===== src/rtl/i2ctvs_pkg.sv =====
// i2ctvs_pkg: shared types, line codes and count helpers for the I2C vector
// sequencer. No dependencies; used by the top level and its checker.
package i2ctvs_pkg;

    localparam int MAX_DATA_BYTES = 255;
    localparam int MAX_REG_BYTES  = 4;

    localparam int CFG_INDEX_W = 3;
    localparam int CFG_DATA_W  = 32;
    localparam int OFFSET_W    = 12;

    // config register indexes
    localparam logic [CFG_INDEX_W-1:0] CFG_SLAVE_ADDR = 3'd0;
    localparam logic [CFG_INDEX_W-1:0] CFG_REG_ADDR   = 3'd1;
    localparam logic [CFG_INDEX_W-1:0] CFG_REG_BYTES  = 3'd2;
    localparam logic [CFG_INDEX_W-1:0] CFG_DATA_BYTES = 3'd3;
    localparam logic [CFG_INDEX_W-1:0] CFG_READ_MODE  = 3'd4;
    localparam logic [CFG_INDEX_W-1:0] CFG_STOP_HIZ   = 3'd5;

    // pin codes of one vector line
    localparam logic [1:0] CODE_DRIVE0 = 2'd0;
    localparam logic [1:0] CODE_DRIVE1 = 2'd1;
    localparam logic [1:0] CODE_EXPECT_L = 2'd2;
    localparam logic [1:0] CODE_HIGH_Z = 2'd3;

    // input item modes
    localparam logic MODE_BEGIN = 1'b0;
    localparam logic MODE_DATA  = 1'b1;

    typedef struct packed {
        logic       mode;
        logic [7:0] write_data;
    } in_beat_t;

    typedef struct packed {
        logic [1:0]          scl_code;
        logic [1:0]          sda_code;
        logic [OFFSET_W-1:0] line_offset;
        logic                ack_check;
        logic                transaction_done;
        logic                last;
    } out_beat_t;

    // register byte count saturated into 1..MAX_REG_BYTES
    function automatic logic [2:0] reg_count(input logic [2:0] cnt);
        logic [2:0] res;
        begin
            res = cnt;
            if (cnt == 3'd0)
            begin
                res = 3'd1;
            end
            else if (32'(cnt) > MAX_REG_BYTES)
            begin
                res = 3'(MAX_REG_BYTES);
            end
            return res;
        end
    endfunction

    // data byte count saturated to MAX_DATA_BYTES
    function automatic logic [7:0] data_count(input logic [7:0] cnt);
        logic [7:0] res;
        begin
            res = cnt;
            if (32'(cnt) > MAX_DATA_BYTES)
            begin
                res = 8'(MAX_DATA_BYTES);
            end
            return res;
        end
    endfunction

endpackage


===== src/rtl/i2c_transaction_vector_sequencer.sv =====
// i2c_transaction_vector_sequencer: top level, emits tester vector lines for
// one I2C master transaction. Depends on i2ctvs_pkg.
//
// Usage:
//   cfg channel  - cfg_valid/cfg_ready with cfg_index and cfg_data; always
//                  ready. Index 0 slave address, 1 register address, 2 register
//                  byte count, 3 data byte count, 4 read mode, 5 stop high-Z.
//                  Write only while the block is idle.
//   in channel   - one beat is a begin item or one data byte item.
//   out channel  - one beat per vector line; last marks the final line of an
//                  item, transaction_done the final stop line.
// Timing: a single sequencer walks the line segments (start, byte, repeated
//   start, stop) and a shared 8-bit shift register plus bit counter serve all
//   byte segments, one line per cycle unless the output stalls. An item is
//   accepted while idle; with a ready receiver its lines follow back to back.
//   A data item makes 9 lines (13 with stop); a begin item makes
//   12 + 9*register_bytes lines (+12 in read mode, +4 if no data bytes), up to
//   64 lines. Accept moves the sequencer to its start segment, whose first line
//   then enters the output register. in_ready is low while lines are produced.
// Items out of place (data while idle, begin mid-transaction) are dropped
//   with no lines.
// Reset: idle, no transaction open, line offset zero, config at reset values.
// Stall: a line waits in the output register; the sequencer freezes until the
//   receiver takes it, so no line is lost or repeated.
module i2c_transaction_vector_sequencer (
    input  logic                                clk,
    input  logic                                rst_n,
    input  logic                                cfg_valid,
    output logic                                cfg_ready,
    input  logic [i2ctvs_pkg::CFG_INDEX_W-1:0]  cfg_index,
    input  logic [i2ctvs_pkg::CFG_DATA_W-1:0]   cfg_data,
    input  logic                                in_valid,
    output logic                                in_ready,
    input  i2ctvs_pkg::in_beat_t                in_data,
    output logic                                out_valid,
    input  logic                                out_ready,
    output i2ctvs_pkg::out_beat_t               out_data
);

    // sequencer segments
    localparam logic [2:0] SEG_IDLE   = 3'd0;
    localparam logic [2:0] SEG_START  = 3'd1;
    localparam logic [2:0] SEG_SLA_W  = 3'd2;
    localparam logic [2:0] SEG_REG    = 3'd3;
    localparam logic [2:0] SEG_RSTART = 3'd4;
    localparam logic [2:0] SEG_SLA_R  = 3'd5;
    localparam logic [2:0] SEG_DATA   = 3'd6;
    localparam logic [2:0] SEG_STOP   = 3'd7;

    localparam logic [3:0] STEP_COND_END = 4'd2;  // start / repeated start
    localparam logic [3:0] STEP_STOP_END = 4'd3;
    localparam logic [3:0] STEP_BYTE_END = 4'd8;  // 8 bits + ack slot

    // config registers
    logic [7:0]  slave_addr_reg;
    logic [31:0] reg_addr_reg;
    logic [2:0]  reg_bytes_reg;
    logic [7:0]  data_bytes_reg;
    logic        read_mode_reg;
    logic        stop_hiz_reg;

    // transaction state
    logic                         phase_reg, phase_next;   // 1 = data phase open
    logic [7:0]                   bytes_done_reg, bytes_done_next;
    logic [i2ctvs_pkg::OFFSET_W-1:0] line_cnt_reg, line_cnt_next;

    // sequencer
    logic [2:0] seg_reg, seg_next;
    logic [3:0] step_reg, step_next;
    logic [1:0] reg_left_reg, reg_left_next;
    logic       last_byte_reg, last_byte_next;
    logic [7:0] shift_reg, shift_next;

    // output register
    logic                  out_valid_reg, out_valid_next;
    i2ctvs_pkg::out_beat_t out_data_reg, line, line_out;

    logic       in_fire, can_emit, emit, seg_end, rd_data, last_byte;
    logic [7:0] cnt, sla;
    logic [2:0] rc;
    logic [1:0] reg_idx, stop_code;
    logic [7:0] reg_byte;

    assign cfg_ready = 1'b1;
    assign in_ready  = (seg_reg == SEG_IDLE);
    assign in_fire   = in_valid && in_ready;
    assign can_emit  = !out_valid_reg || out_ready;
    assign emit      = (seg_reg != SEG_IDLE) && can_emit;
    assign out_valid = out_valid_reg;
    assign out_data  = out_data_reg;

    assign cnt       = i2ctvs_pkg::data_count(data_bytes_reg);
    assign rc        = i2ctvs_pkg::reg_count(reg_bytes_reg);
    assign sla       = {slave_addr_reg[7:1], 1'b0};
    assign rd_data   = (seg_reg == SEG_DATA) && read_mode_reg;
    assign last_byte = ({1'b0, bytes_done_reg} + 9'd1) >= {1'b0, cnt};
    assign stop_code = stop_hiz_reg ? i2ctvs_pkg::CODE_HIGH_Z : i2ctvs_pkg::CODE_DRIVE1;

    // register byte select, MSB first
    always_comb
    begin
        reg_idx = (seg_reg == SEG_SLA_W) ? 2'(rc - 3'd1) : 2'(reg_left_reg - 2'd1);
        unique case (reg_idx)
            2'd0:    reg_byte = reg_addr_reg[7:0];
            2'd1:    reg_byte = reg_addr_reg[15:8];
            2'd2:    reg_byte = reg_addr_reg[23:16];
            default: reg_byte = reg_addr_reg[31:24];
        endcase
    end

    // line pattern of the current segment and step
    always_comb
    begin
        line             = '0;
        line.line_offset = line_cnt_reg;
        seg_end          = 1'b0;
        unique case (seg_reg)
            SEG_START, SEG_RSTART:
            begin
                seg_end = (step_reg == STEP_COND_END);
                line.scl_code = ((seg_reg == SEG_RSTART) && (step_reg == 4'd0))
                              ? i2ctvs_pkg::CODE_DRIVE0 : i2ctvs_pkg::CODE_DRIVE1;
                line.sda_code = (step_reg == STEP_COND_END)
                              ? i2ctvs_pkg::CODE_DRIVE0 : i2ctvs_pkg::CODE_DRIVE1;
            end
            SEG_STOP:
            begin
                seg_end = (step_reg == STEP_STOP_END);
                unique case (step_reg)
                    4'd0:
                    begin
                        line.scl_code = i2ctvs_pkg::CODE_DRIVE0;
                        line.sda_code = i2ctvs_pkg::CODE_DRIVE0;
                    end
                    4'd1:
                    begin
                        line.scl_code = i2ctvs_pkg::CODE_DRIVE1;
                        line.sda_code = i2ctvs_pkg::CODE_DRIVE0;
                    end
                    4'd2:
                    begin
                        line.scl_code = i2ctvs_pkg::CODE_DRIVE1;
                        line.sda_code = i2ctvs_pkg::CODE_DRIVE1;
                    end
                    default:
                    begin
                        line.scl_code         = stop_code;
                        line.sda_code         = stop_code;
                        line.transaction_done = 1'b1;
                    end
                endcase
            end
            SEG_SLA_W, SEG_REG, SEG_SLA_R, SEG_DATA:
            begin
                seg_end       = (step_reg == STEP_BYTE_END);
                line.scl_code = i2ctvs_pkg::CODE_DRIVE0;
                if (step_reg == STEP_BYTE_END)
                begin
                    if (rd_data)
                    begin
                        // master ACK, NACK on the final byte
                        line.sda_code = last_byte_reg ? i2ctvs_pkg::CODE_DRIVE1
                                                      : i2ctvs_pkg::CODE_DRIVE0;
                    end
                    else
                    begin
                        line.sda_code  = i2ctvs_pkg::CODE_EXPECT_L;
                        line.ack_check = 1'b1;
                    end
                end
                else if (rd_data)
                begin
                    line.sda_code = i2ctvs_pkg::CODE_EXPECT_L;
                end
                else
                begin
                    line.sda_code = shift_reg[7] ? i2ctvs_pkg::CODE_DRIVE1
                                                 : i2ctvs_pkg::CODE_DRIVE0;
                end
            end
            default:
            begin
                seg_end = 1'b0;
            end
        endcase
    end

    // sequencer next state
    always_comb
    begin
        phase_next      = phase_reg;
        bytes_done_next = bytes_done_reg;
        line_cnt_next   = line_cnt_reg;
        seg_next        = seg_reg;
        step_next       = step_reg;
        reg_left_next   = reg_left_reg;
        last_byte_next  = last_byte_reg;
        shift_next      = shift_reg;
        out_valid_next  = out_valid_reg && !out_ready;

        if (in_fire)
        begin
            if ((in_data.mode == i2ctvs_pkg::MODE_BEGIN) && !phase_reg)
            begin
                seg_next        = SEG_START;
                step_next       = 4'd0;
                line_cnt_next   = '0;
                bytes_done_next = 8'd0;
                phase_next      = (cnt != 8'd0);
            end
            else if ((in_data.mode == i2ctvs_pkg::MODE_DATA) && phase_reg)
            begin
                seg_next        = SEG_DATA;
                step_next       = 4'd0;
                shift_next      = in_data.write_data;
                last_byte_next  = last_byte;
                bytes_done_next = bytes_done_reg + 8'd1;
                phase_next      = !last_byte;
            end
        end
        else if (emit)
        begin
            out_valid_next = 1'b1;
            line_cnt_next  = line_cnt_reg + {{(i2ctvs_pkg::OFFSET_W-1){1'b0}}, 1'b1};
            step_next      = step_reg + 4'd1;
            shift_next     = {shift_reg[6:0], 1'b0};
            if (seg_end)
            begin
                step_next = 4'd0;
                unique case (seg_reg)
                    SEG_START:
                    begin
                        seg_next   = SEG_SLA_W;
                        shift_next = sla;
                    end
                    SEG_SLA_W:
                    begin
                        seg_next      = SEG_REG;
                        shift_next    = reg_byte;
                        reg_left_next = 2'(rc - 3'd1);
                    end
                    SEG_REG:
                    begin
                        if (reg_left_reg != 2'd0)
                        begin
                            shift_next    = reg_byte;
                            reg_left_next = reg_left_reg - 2'd1;
                        end
                        else if (read_mode_reg)
                        begin
                            seg_next = SEG_RSTART;
                        end
                        else
                        begin
                            seg_next = (cnt == 8'd0) ? SEG_STOP : SEG_IDLE;
                        end
                    end
                    SEG_RSTART:
                    begin
                        seg_next   = SEG_SLA_R;
                        shift_next = sla | 8'h01;
                    end
                    SEG_SLA_R:
                    begin
                        seg_next = (cnt == 8'd0) ? SEG_STOP : SEG_IDLE;
                    end
                    SEG_DATA:
                    begin
                        seg_next = last_byte_reg ? SEG_STOP : SEG_IDLE;
                    end
                    SEG_STOP:
                    begin
                        seg_next = SEG_IDLE;
                    end
                    default:
                    begin
                        seg_next = SEG_IDLE;
                    end
                endcase
            end
        end
    end

    // line as registered, last set when the item ends with it
    always_comb
    begin
        line_out      = line;
        line_out.last = seg_end && (seg_next == SEG_IDLE);
    end

    // control and config registers
    always_ff @(posedge clk or negedge rst_n)
    begin
        if (!rst_n)
        begin
            slave_addr_reg <= 8'd0;
            reg_addr_reg   <= 32'd0;
            reg_bytes_reg  <= 3'd1;
            data_bytes_reg <= 8'd0;
            read_mode_reg  <= 1'b0;
            stop_hiz_reg   <= 1'b0;
            phase_reg      <= 1'b0;
            bytes_done_reg <= 8'd0;
            line_cnt_reg   <= '0;
            seg_reg        <= SEG_IDLE;
            step_reg       <= 4'd0;
            reg_left_reg   <= 2'd0;
            last_byte_reg  <= 1'b0;
            out_valid_reg  <= 1'b0;
        end
        else
        begin
            if (cfg_valid && cfg_ready)
            begin
                unique case (cfg_index)
                    i2ctvs_pkg::CFG_SLAVE_ADDR: slave_addr_reg <= cfg_data[7:0];
                    i2ctvs_pkg::CFG_REG_ADDR:   reg_addr_reg   <= cfg_data[31:0];
                    i2ctvs_pkg::CFG_REG_BYTES:  reg_bytes_reg  <= cfg_data[2:0];
                    i2ctvs_pkg::CFG_DATA_BYTES: data_bytes_reg <= cfg_data[7:0];
                    i2ctvs_pkg::CFG_READ_MODE:  read_mode_reg  <= cfg_data[0];
                    i2ctvs_pkg::CFG_STOP_HIZ:   stop_hiz_reg   <= cfg_data[0];
                    default:        ;
                endcase
            end
            phase_reg      <= phase_next;
            bytes_done_reg <= bytes_done_next;
            line_cnt_reg   <= line_cnt_next;
            seg_reg        <= seg_next;
            step_reg       <= step_next;
            reg_left_reg   <= reg_left_next;
            last_byte_reg  <= last_byte_next;
            out_valid_reg  <= out_valid_next;
        end
    end

    // payload registers
    always_ff @(posedge clk)
    begin
        shift_reg <= shift_next;
        if (emit)
        begin
            out_data_reg <= line_out;
        end
    end

endmodule


===== config.mk =====
export PLATFORM = sky130hd
export DESIGN_NAME = i2c_transaction_vector_sequencer
export DESIGN_NICKNAME = d
export VERILOG_FILES = /design/src/rtl/i2ctvs_pkg.sv /design/src/rtl/i2c_transaction_vector_sequencer.sv
export SDC_FILE = /design/constraint.sdc
export NUM_CORES = 1
export LEC_CHECK = 0
export CORE_ASPECT_RATIO = 1.1
export CORE_MARGIN = 5
export CORE_UTILIZATION = 40
export CTS_CLUSTER_DIAMETER = 150
export CTS_CLUSTER_SIZE = 16
export DETAILED_ROUTE_END_ITERATION = 10
export DONT_BUFFER_PORTS = 1
export GPL_TIMING_DRIVEN = 0
export SETUP_SLACK_MARGIN = 0.05
export SYNTH_ARGS = -nofsm -noshare
export SYNTH_HDL_FRONTEND = slang
export SYNTH_SLANG_ARGS = --single-unit

===== constraint.sdc =====
create_clock -name clk -period 2.15 [get_ports clk]
set_input_delay 0.1075 -clock clk [delete_from_list [all_inputs] [get_ports clk]]
set_output_delay 0.1075 -clock clk [all_outputs]
set_load 0.005 [all_outputs]

# Word level (Yosys, flattened, before mapping)
# Cells that the tools add are included.
# W data, S select, Z words.
[totals]
ff_bits = 112
inputBits = 49
output_inout_bits = 22
elab_cells = 147
[op_classes]
addsub = 6
magnitude_cmp = 2
eq_ne = 23
mux = 50
n_bitwise = 3
n_reduce_logical = 42
[ops]
columns = ["cell", "n"]
rows = [
  ["$mux W8", 8],
  ["$mux W12", 3],
  ["$pmux W8 S4", 1],
  ["$mux W3", 9],
  ["$pmux W4 S3", 2],
  ["$pmux W8 S3", 1],
  ["$mux W4", 5],
  ["$reduce_and A2 Y1", 10],
  ["$eq A3 B3 Y1 const B", 6],
  ["$pmux W3 S6", 1],
  ["$mux W2", 8],
  ["$add A12 B1 Y12 const B", 1],
  ["$eq A3 B2 Y1 const B", 4],
  ["$logic_not A3 Y1", 4],
  ["$mux W1", 10],
  ["$add A8 B1 Y9 const B", 1],
  ["$ge A9 B8 Y1", 1],
  ["$add A8 B1 Y8 const B", 1],
  ["$eq A4 B2 Y1 const B", 2],
  ["$logic_and A1 B1 Y1", 8],
  ["$logic_not A8 Y1", 1],
  ["$reduce_bool A2 Y1", 4],
  ["$reduce_bool A8 Y1", 1],
  ["$eq A3 B1 Y1 const B", 2],
  ["23 further kinds", 32],
]

# Longest topological paths before layout
[depth]
word_depth = 12
mapped_depth = 10
depth_no_buf = 10

# Worst setup path before layout
# OpenSTA, ideal clock, no wires.
[synth_timing]
path_type = "register to register"
start = "register seg_reg[2]"
end = "register line_cnt_reg[11] (netlist bit)"
setup_ns = 0.132
t_arrival_ns = 2.313
t_required_ns = 2.018
setup_slack_ns = -0.295
path_stages_with_launch = 9
path_buffers = 1
synth_period_minus_slack_ns = 2.445
cell_sequence = "dfrtp_1 buf_4 nor3_2 nand2b_1 clkinv_1 o2111a_1 nand4_1 xor2_1 nor2_1"
[synth_via]
elab_chain_cells = 4
word_cells_on_any_way = 8
classes_between = "eq/ne (1); mux (1); reduce/logical (6)"
[synth_lines]
columns = ["element", "line", "text"]
rows = [
  ["start, declared", "i2c_transaction_vector_sequencer.sv:68", "logic [2:0] seg_reg, seg_next;"],
  ["start signal, assigned", "i2c_transaction_vector_sequencer.sv:328", "seg_reg <= seg_next;"],
  ["$logic_not A3 Y1 *", "i2c_transaction_vector_sequencer.sv:85", "assign in_ready = (seg_reg == SEG_IDLE);"],
  ["net in_ready", "i2c_transaction_vector_sequencer.sv:33", "output logic in_ready,"],
  ["$logic_and A1 B1 Y1 *", "i2c_transaction_vector_sequencer.sv:86", "assign in_fire = in_valid && in_ready;"],
  ["$ne A2 B1 Y1 (no line) or $reduce_bool A2 Y1 (tied branches)", "-", ""],
  ["$reduce_and A2 Y1 (no line)", "-", ""],
  ["end signal, assigned", "i2c_transaction_vector_sequencer.sv:327", "line_cnt_reg <= line_cnt_next;"],
  ["end, declared", "i2c_transaction_vector_sequencer.sv:65", "logic [i2ctvs_pkg::OFFSET_W-1:0] line_cnt_reg, line_cnt_next;"],
]
# Mark *: on every way through the listed nets, which the timed path passes. The rest lies on a longest branch.
# A chain may end at the register's enable or synchronous reset.

# Worst setup path after layout
[layout_timing]
start = "register bytes_done_reg[0]"
end = "register last_byte_reg"
[layout_via]
elab_chain_cells = 2
[layout_lines]
columns = ["element", "line", "text"]
rows = [
  ["start, declared", "i2c_transaction_vector_sequencer.sv:64", "logic [7:0] bytes_done_reg, bytes_done_next;"],
  ["start signal, assigned", "i2c_transaction_vector_sequencer.sv:326", "bytes_done_reg <= bytes_done_next;"],
  ["$add A8 B1 Y9", "i2c_transaction_vector_sequencer.sv:96", "assign last_byte = ({1'b0, bytes_done_reg} + 9'd1) >= {1'b0, cnt};"],
  ["$ge A9 B8 Y1", "i2c_transaction_vector_sequencer.sv:96", ""],
  ["end signal, assigned", "i2c_transaction_vector_sequencer.sv:331", "last_byte_reg <= last_byte_next;"],
  ["end, declared", "i2c_transaction_vector_sequencer.sv:71", "logic last_byte_reg, last_byte_next;"],
]
# No other way between the ends.

==> results.toml <==
[outcome]
status = "finished, violations left"
violations = "setup timing"

[global_route]
grt_pass1_vias = 4275
grt_overflow = 0
grt.total_usage_pct = 17.0
antenna_found_initial = 0
grt_pass1_wl_um = 21800
grt_start_max_net_pins = 85

[logic_synthesis]
synth-main-ff-cell = "dfrtp_1"
synth_fp_nets = 580
ys.warnings.count = 0
syn_area_um2 = 5650
synth_area_leaders = "dfrtp_1 (37%), edfxtp_1 (14%), mux2_2 (11%), o21ai_0 (4.3%), ha_1 (3.8%)"
yosysTopAreaCellShare_pct = 36.8
synth-seq-cells = 111
ys_seq_area_share_pct = 51.6
async_reset_ff_share_pct = 75.7
ys_types = 61
synth_area_per_cell_um2 = 11.0
synth_edf_count = 27
syn_inst = 514
yosys.area.top_type = "dfrtp_1"

[cts]
h-tree-depth = 3
cts.sinks = 111
cts_root_buf = "clkbuf_16"
cts_tree = "built"
cts_max_path_buffers = 2
clk_pin_slew_worst_paths_ns = 0.08
clk_latency_ns = 0.36
cts_buffers = 9

[min_path]
hold_path.class = "in2reg"
min_from = "in_data[7]"

[floorplan]
die_x_um = 123
start_util_pct = 40.8
top_level_ports = 71
die_y_um = 135
core_um2 = 13900
dieArea_um2 = 16600
rows = 45

[sta]
worst_slew_pin_slew_ns = 0.849
slew_headroom_pct = 43.3
setup_viol = 4
finalHoldViolations = 0
min_period_ns = 2.26
timing.final.crit_share_pct = 105
drv_slew = 0
whs_ns = 0.0254
worst_slack_ns = -0.110
setup_tns_ns = -0.295
skew_ns = 0.00687
rsz0062_at_grt = "true"
fmax_mhz = 442

[critical_path]
arrival_ns = 2.51
crit_path_end_kind = "register"
rr_startpoint = "bytes_done_reg[0]$_DFFE_PN0P_"
cp_max_fo = 4
reg2reg_slack_ns = -0.11
required_ns = 2.40
crit_end = "last_byte_reg$_DFFE_PN0P_"
cp-start-kind = "register"
startpoint = "bytes_done_reg[0]$_DFFE_PN0P_"
r2r-end = "last_byte_reg$_DFFE_PN0P_"
r2r_cells = 10
crit_type = "reg2reg"

[placement]
place_area_um2 = 5900
placedCellCount = 702
numPortBuffers = 0
place.gp.congestion = 0.892
dpl.hpwl_um = 9260

[cells_and_area]
fin_util_pct = 52.6
multi_input_area_um2 = 2890
drive_gt1_share_pct = 28.5
fin_nets = 669
fillerInstances = 1232
design_area_um2 = 7290
register_area_um2 = 2920
fin_cells = 796
area_delta_synth_final_pct = 29.0
n_antenna_cell = 0
largest_reg_flops = 32

[power_and_ir_drop]
ir_worst_vdd_uv = 801
leakagePower_nw = 2.97
power_density_nw_per_um2 = 1200

[detailed_routing]
wl_per_cell_um = 17.4
final_antenna_net_count = 0
drtPass1Iterations = 4
wl_um = 13800
drcViolationCount = 0
vias = 4308
drt-initial-drc-count = 248
avgViaCountPerCell = 5.41

[run]
drv_cap = 0
## layer usage
metal  track usage (%)  wire [um]  vias to the layer above
li1                  -          -                     2059
met1              20.9       5780                     2122
met5                 0          0                        -
met4              4.43        189                        0
met3              5.28        781                       16
met2              28.8       7080                      111
## metrics by stage
stage,total power [W],setup slack [ns]
after floorplan,0.00522,0.0540
after global routing,0.00929,-0.264
final,0.00871,-0.110
after detailed placement,0.00590,-0.424
after global placement,0.00581,-0.408
after CTS,0.00819,-0.0308
## kinds of logic after synthesis
kind of cell | share of synthesized area (%)
other | 0.0664
muxes | 11.8
buffers and inverters | 2.52
AOI/OAI and AO/OA | 13.6
xor gates and xnor gates | 2.33
and+or+nand+nor | 14.3
DFF | 51.6
adders and majority gates | 3.77
## what timing repair did
item / 4_1_cts / 5_1_grt
endpoints found under the setup margin: 44 / 42
cloned: 0 / 2
buffers inserted: 17 / 19
resized for setup: 44 / 46
endpoints found under the hold margin: 143 / 0
hold buffers: 42 / 0
pin swaps: 14 / 9
## where the power goes
group          switching (W)  total, W  leakage, nW  internal, W
sequential          0.000478   0.00336         1.30      0.00288
clock               0.000802   0.00172        0.148     0.000918
combinational        0.00191   0.00363         1.53      0.00172
## synth_stat cells (2+ instances only)
cell type   n
or3_1       3
xor2_1     11
a21o_1      3
clkbuf_1    8
o21ai_0    49
xnor2_1     4
o21bai_1    2
buf_1       3
o22ai_1     2
or4_1       2
a22o_1      9
nand3b_1    2
a211oi_1    2
nand3_1    14
ha_1       17
a21boi_0    2
nand4b_1    3
a32o_1      2
nand4_1     4
nor2b_1     2
buf_2       3
mux2i_1     7
nor4bb_1    2
nand2b_1   11
a22oi_1     8
buf_4       2
nand2_1    54
inv_1      18
nor3_1      4
and4b_1     2
and3_1     11
o2111ai_1   2
a21oi_1    21
o211ai_1    6
and2_1      5
dfrtp_1    83
mux2_2     53
edfxtp_1   27
and3b_1     2
nor2_1     28
## placed cells by master (no fill, tap or decap), types with 4 or more instances in the layout
cell type      instances
edfxtp_1              27
buf_6                  8
dfrtp_2                4
nand2_1               52
dlygate4sd3_1         41
o211ai_1               6
inv_1                 15
mux2i_4                4
mux2_2                53
xor2_1                11
clkbuf_16              9
a22o_1                 9
o21ai_0               43
nand3_1               12
nand4_1                4
buf_4                 31
nand2b_1               9
ha_1                  12
xnor2_1                4
dfrtp_1               79
and2_1                 4
nor2_1                24
a21oi_1               18
a22oi_2                5
and3_1                10
## area by class of cell
cell class	count	share of cell area [%]
Timing Repair inverter	1	0.120
Buffer	14	1.27
Tap cell	188	3.23
Sequential cell	111	40.1
Clock inverter	7	1.10
Clock buffer	9	3.09
Timing Repair Buffer	79	10.3
Multi-Input combinational cell	368	39.6
Inverter	19	1.20
## critical path, stage by stage (launching register included)
cell and delay, ns:
dfrtp_1 0.42, nand2_1 0.09, nor2_2 0.13, xor2_1 0.21
ha_1 0.28, a21o_1 0.17, a21o_1 0.19, a221oi_2 0.27
o31a_1 0.22, buf_4 0.12, o21ai_2 0.04
## worst min-delay path by stage
stage               slack (ns)                            end  cells past startpoint
global route              0.01         shift_reg[7]$_DFFE_PP_                      1
global placement         -0.18   reg_addr_reg[28]$_DFFE_PN0P_                      0
floorplan                -0.19  bytes_done_reg[0]$_DFFE_PN0P_                      0
CTS                      0.006            out_valid$_DFF_PN0_                      2
detailed placement       -0.18   reg_addr_reg[31]$_DFFE_PN0P_                      0
finish                    0.03         shift_reg[7]$_DFFE_PP_                      1
(Power assumes the default switching activity.)
